--- src/hdl/mmks_pkg.sv ---
package mmks_pkg;

    localparam int KEY_SLOTS = 4096;
    localparam int ADDR_W    = $clog2(KEY_SLOTS);
    localparam int CNT_W     = ADDR_W + 1;
    localparam int WORD_W    = 32;
    localparam int KEY_W     = 64;
    localparam int SLOT_W    = 12;
    localparam int IMM_W     = 16;
    localparam int REG_W     = 5;

    localparam logic [WORD_W-1:0] OP_MOV       = 32'hD280_0000;
    localparam logic [WORD_W-1:0] OP_MOV_MASK  = 32'hFFE0_0000;
    localparam logic [WORD_W-1:0] OP_MOVK      = 32'hF280_0000;
    localparam logic [WORD_W-1:0] OP_MOVK_MASK = 32'hFF80_0000;

    typedef logic [WORD_W-1:0] t_word;
    typedef logic [KEY_W-1:0]  t_key;
    typedef logic [SLOT_W-1:0] t_slot;
    typedef logic [ADDR_W-1:0] t_addr;
    typedef logic [CNT_W-1:0]  t_count;

    typedef struct packed {
        logic clear;
        logic done;
        t_key key;
    } t_match;

endpackage

--- src/hdl/mmks_matcher.sv ---
module mmks_matcher import mmks_pkg::*; (
    input  logic   i_clk,
    input  logic   i_rst_n,
    input  logic   i_take,
    input  t_word  i_word,
    input  logic   i_new_image,
    output t_match o_match
);

    typedef enum logic [1:0] {
        ST_MOV,
        ST_K16,
        ST_K32,
        ST_K48
    } t_step;

    t_step            r_step, n_step, s;
    t_key             r_partial, n_partial, base;
    logic [REG_W-1:0] r_run, n_run, run_eff;
    logic             is_mov, is_movk, ok;
    logic [IMM_W-1:0] imm;
    logic [REG_W-1:0] rd;
    logic [1:0]       hw;
    logic [5:0]       sh;

    always_comb begin
        is_mov  = (i_word & OP_MOV_MASK) == OP_MOV;
        is_movk = !is_mov && ((i_word & OP_MOVK_MASK) == OP_MOVK);
        imm     = i_word[20:5];
        rd      = i_word[4:0];
        hw      = i_word[22:21];

        s       = i_new_image ? ST_MOV : r_step;
        base    = i_new_image ? '0 : r_partial;
        run_eff = i_new_image ? '0 : r_run;
        sh      = {2'(s), 4'b0000};
        ok      = (s == ST_MOV) ? is_mov : (is_movk && hw == 2'(s) && rd == run_eff);

        n_step    = r_step;
        n_partial = r_partial;
        n_run     = r_run;

        o_match.clear = i_take && i_new_image;
        o_match.done  = 1'b0;
        o_match.key   = base | (KEY_W'(imm) << 48);

        if (i_take) begin
            n_step    = s;
            n_partial = base;
            n_run     = run_eff;
            if (ok) begin
                unique case (s)
                    ST_MOV: begin
                        n_partial = KEY_W'(imm);
                        n_run     = rd;
                        n_step    = ST_K16;
                    end
                    ST_K16: begin
                        n_partial = base | (KEY_W'(imm) << sh);
                        n_step    = ST_K32;
                    end
                    ST_K32: begin
                        n_partial = base | (KEY_W'(imm) << sh);
                        n_step    = ST_K48;
                    end
                    ST_K48: begin
                        o_match.done = 1'b1;
                        n_partial    = '0;
                        n_step       = ST_MOV;
                    end
                    default: begin
                        n_step = ST_MOV;
                    end
                endcase
            end else if (is_mov) begin
                // broken run, word restarts as a new mov
                n_partial = KEY_W'(imm);
                n_run     = rd;
                n_step    = ST_K16;
            end else begin
                n_partial = '0;
                n_step    = ST_MOV;
            end
        end
    end

    always_ff @(posedge i_clk) begin
        if (!i_rst_n) begin
            r_step    <= ST_MOV;
            r_partial <= '0;
            r_run     <= '0;
        end else begin
            r_step    <= n_step;
            r_partial <= n_partial;
            r_run     <= n_run;
        end
    end

endmodule

--- config.mk ---
export PLATFORM = sky130hd
export DESIGN_NAME = mmks_matcher
export DESIGN_NICKNAME = d
export VERILOG_FILES = /design/src/hdl/mmks_pkg.sv /design/src/hdl/mmks_matcher.sv
export SDC_FILE = /design/constraint.sdc
export NUM_CORES = 1
export LEC_CHECK = 0
export BUFFER_PORTS_ARGS = -buffer_cell sky130_fd_sc_hd__buf_2
export CORE_AREA = 10 10 122 102
export DETAILED_ROUTE_END_ITERATION = 8
export DIE_AREA = 0 0 132 112
export PLACE_DENSITY_LB_ADDON = 0.1
export SYNTH_ARGS = -nofsm -noshare
export SYNTH_HDL_FRONTEND = slang
export SYNTH_SLANG_ARGS = --single-unit
export TNS_END_PERCENT = 10
--- constraint.sdc ---
create_clock -name i_clk -period 6.4 [get_ports i_clk]
set_input_delay 0.64 -clock i_clk [delete_from_list [all_inputs] [get_ports i_clk]]
set_output_delay 0.64 -clock i_clk [all_outputs]
set_load 0.01 [all_outputs]
# Word level (Yosys, flattened, before mapping)
# Index checks and enable logic that the tools add are counted.
[word_totals] elab_cells=36 reg_bits=71 input_bits=36 output_inout_bits=66
[classes] shifts=1 eq_ne=7 muxes=16 bitwise=2 reduce_logical=7
[op_table] op="$pmux W64 S3" count=1
[op_table] op="$mux W64" count=2
[op_table] op="$or A64 B64 Y64" count=2
[op_table] op="$shl A16 B6 Y64" count=1
[op_table] op="$mux W5" count=4
[op_table] op="$mux W16" count=1
[op_table] op="$eq A11 B11 Y1 const B" count=1
[op_table] op="$eq A9 B9 Y1 const B" count=1
[op_table] op="$pmux W2 S4" count=1
[op_table] op="$eq A5 B5 Y1" count=1
[op_table] op="$mux W1" count=5
[op_table] op="$eq A2 B2 Y1 const B" count=2
[op_table] op="$logic_and A1 B1 Y1" count=4
[op_table] op="$mux W2" count=2
[op_table] op="$eq A2 B1 Y1 const B" count=1
[op_table] op="$eq A2 B2 Y1" count=1
[op_table] op="$logic_not A2 Y1" count=1
[op_table] op="$reduce_or A2 Y1" count=1
[op_table] op="$logic_not A1 Y1" count=1

# Longest topological paths before layout
[logic_depth] word_depth=8 mapped_depth=12 mapped_depth_nobuf=8

# Least setup slack after synthesis
# OpenSTA, ideal clock, no wires.
[synth_timing] path_type="input port to output port" startpoint="input i_new_image" endpoint="output o_match[64] (netlist bit)" t_arrival_ps=2778 n_path_buf=4 t_required_ps=5760 slack_ps=2982 path_stages=11 path_cell_list="buf_2 inv_2 buf_2 nand2_2 ha_1 or3_4 a211oi_4 a32o_1 buf_4 buf_4 and3_1"
[synth_lines] item="start, declared" line="mmks_matcher.sv:6" rtl="input logic i_new_image,"
[synth_lines] item="end, declared" line="mmks_matcher.sv:7" rtl="output t_match o_match"

==> results.yml <==
layout:
  fillerInstances: 1053
  fin_nets: 504
  post_route_cells_drive_above_1_share_pct: 27.60
  diodes: 0
  syn2layout_area_growth_pct: 26.33
  utilization_pct: 43.07
flow_run:
  cap_violations: 0
synthesis:
  synthTopCellsByArea: "dfxtp_1 42%, a22o_1 13%, nor2b_1 9.0%"
  synth_top_cell_area_share_pct: 41.55
  synthesis.nets: 417
  ys_seq_area_share_pct: 41.55
  yosys.area.top_type: "dfxtp_1"
  synth_common_cells: "71 x dfxtp_1, 49 x a22o_1, 49 x nor2b_1"
  synth_area_um2: 3421
  synthArstFlopShare_pct: 0
  synth_edf_count: 0
  synth_most_common_cell: "dfxtp_1"
  yosysWarnings: 0
  synth_cell_types: 44
  synthCells: 379
  avgSynthCellArea_um2: 9.026
  synth_seq_cells: 71
  ys.flop_type: "dfxtp_1"
worst_setup_path:
  reg2reg_from: "r_step[0]"
  cpPeakStageDelay_ns: 0.70
  cp-start-kind: "input pin"
  r2r-end: "r_partial[18]"
  crit_fanout: 57
  critical_path_class: "in -> out"
  crit_slowest_cell: "a32o_1"
  cp-end-kind: "output port"
  path_common_cell: "buf_2"
  arrival_ns: 3.77
  required_ns: 5.76
  reg2reg_depth: 7
  r2r_slack_ns: 3.51
  critPathLaunch: "i_new_image"
  cp-endpoint: "o_match[64]"
  crit_chain: "buf_2 -> buf_4 -> inv_2 -> nand2_2 -> ha_1 -> or3_4 -> a211oi_4 -> a32o_1 -> and3_1 -> buf_2"
sta:
  final-setup-viol-count: 0
  finalCritPeriodShare_pct: 68.97
  finalCriticalPeriod_ns: 4.414
  finalSetupTns_ns: 0
  slew_viol_final: 0
  rsz0062_at_grt: "no"
  relSlewSlack_pct: 23.35
  hold_ws_ns: 0.4402
  fin_skew_ns: 0.003565
  worst_pin_slew_ns: 1.146
  finalHoldViolations: 0
  fmax_mhz: 226.6
placement:
  port_buffers: 101
  globalplace.congestion: 0.8060
  hpwl_mm: 7.616
power:
  ir_drop_v: 0.0001368
  p_per_area_nw_per_um2: 251.0
  leakagePower_nw: 1.921
floorplan:
  core-area_um2: 10030
  row_count: 33
  dieHeight_um: 112
  start_util_pct: 34.09
  dieArea_um2: 14780
  io_pins: 102
  die_x_um: 132
clock_tree:
  cts_buffers: 9
  cts_resized: 0
  clock-sinks: 71
  clk_latency_ns: 0.33
  htreeDepth: 3
  root_buffer: "clkbuf_16"
  cts_tree: "yes"
  cts_hold_repair.buffers: 0
  clk_pin_slew_ns: 0.05
  post_cts_buffers: 0
  clockBufferDepth: 2
global_routing:
  grt.overflow.total: 0
  antenna_found_initial: 0
  grt_max_degree: 58
  grt_pass1_wl_mm: 17.39
  first_global_vias: 3199
  grt_usage_pct: 14.47
drt:
  drt_wl_total_mm: 10.79
  route.detailed.drc: 0
  wl_per_cell_um: 17.66
  viasPerCell: 5.160
  drtAntennaViolNets: 0
  drt_iter0_markers: 275
  first_pass_iters: 4
  num_vias: 3153
status:
  status: "complete, no violations"
hold_path:
  hp-class: "reg -> reg"
==> flip-flops by register name, indices dropped and copies added, names as in the netlist <==
name	count
r_partial	64
r_run	5
r_step	2
==> where the power goes <==
part | switching (mW) | leakage (nW) | total (mW) | internal, mW
combinational | 0.0527 | 1.19 | 0.0825 | 0.0297
clock | 0.190 | 0.158 | 0.552 | 0.362
sequential | 0.00340 | 0.574 | 0.450 | 0.447
total | 0.247 | 1.92 | 1.08 | 0.838
==> layout make-up <==
type,instances,area [um2],share of cell area (%)
clock buffers,11,252.7,5.848
repair buffers,105,535.5,12.39
well taps,140,175.2,4.053
inverters,7,26.28,0.6080
multi-input cells,272,1831,42.36
flip-flops and latches,71,1421,32.89
clock inverters,5,80.08,1.853
==> cells by family after synthesis <==
family | Yosys count | share of synthesized area, %
compound gates | 165 | 34.13
xor+xnor | 2 | 0.5122
fa+ha+maj | 2 | 0.7314
buf+inv | 36 | 4.937
flops | 71 | 41.55
simple gates | 103 | 18.14
==> stage by stage <==
step / area [um2] / setup WS (ns) / power (mW) / instances
detailed placement: 3989 / 1.967 / 0.5437 / 595
finish: 4322 / 1.986 / 1.085 / 611
global route: 4322 / 1.810 / 1.124 / 611
floorplan: 3421 / 2.982 / 0.5017 / 379
CTS: 4322 / 1.975 / 1.100 / 611
global placement: 3989 / 2.050 / 0.5423 / 595
==> placed cells by master, fill, tap and decap left out, types with 2 or more instances in the layout <==
cell        instances
a21o_1             17
a21oi_1            32
a22o_1             49
a22oi_1            16
a31oi_1             2
a32o_1              6
and3_1              2
buf_2             101
buf_4               4
bufinv_16           2
clkbuf_16           9
clkbuf_8            2
clkinvlp_4          2
dfxtp_1            71
ha_1                2
inv_1               6
nand2_1            22
nand2b_1            3
nand3_1             4
nand4bb_1           2
nor2_1              8
nor2b_1            49
nor3_4              2
o21ai_0            34
o21ai_1             2
xnor2_1             2
==> worst max-delay path, delay by kind of cell <==
family | cells | cell delay, ns
adder cells (fa/ha/maj) | 1 | 0.27
AND/OR/NAND/NOR | 3 | 0.89
AO/OA/AOI/OAI | 2 | 1.03
buffers and inverters | 4 | 0.92
==> per-layer routing <==
| metal | wire length, um | GRT usage, % | vias up | share of wire, % |
|---|---|---|---|---|
| met5 | 0 | 0 | - | 0 |
| met4 | 157 | 5.181 | 0 | 1.5 |
| met3 | 937 | 4.582 | 11 | 8.7 |
| met2 | 4722 | 20.82 | 91 | 44 |
| met1 | 4970 | 19.75 | 1480 | 46 |
| li1 | - | - | 1571 | - |
==> how the worst min path moves through the flow <==
stage                     cells after the start          start       endpoint  slack (ns)
after CTS                                     2  r_partial[36]  r_partial[36]        0.45
after global routing                          2  r_partial[42]  r_partial[42]        0.47
after floorplan                               2  r_partial[32]  r_partial[32]        0.42
final                                         2  r_partial[36]  r_partial[36]        0.44
after global placement                        2  r_partial[36]  r_partial[36]        0.43
after detailed placement                      2  r_partial[36]  r_partial[36]        0.44
Note: power is estimated with default switching activity, not from simulation.
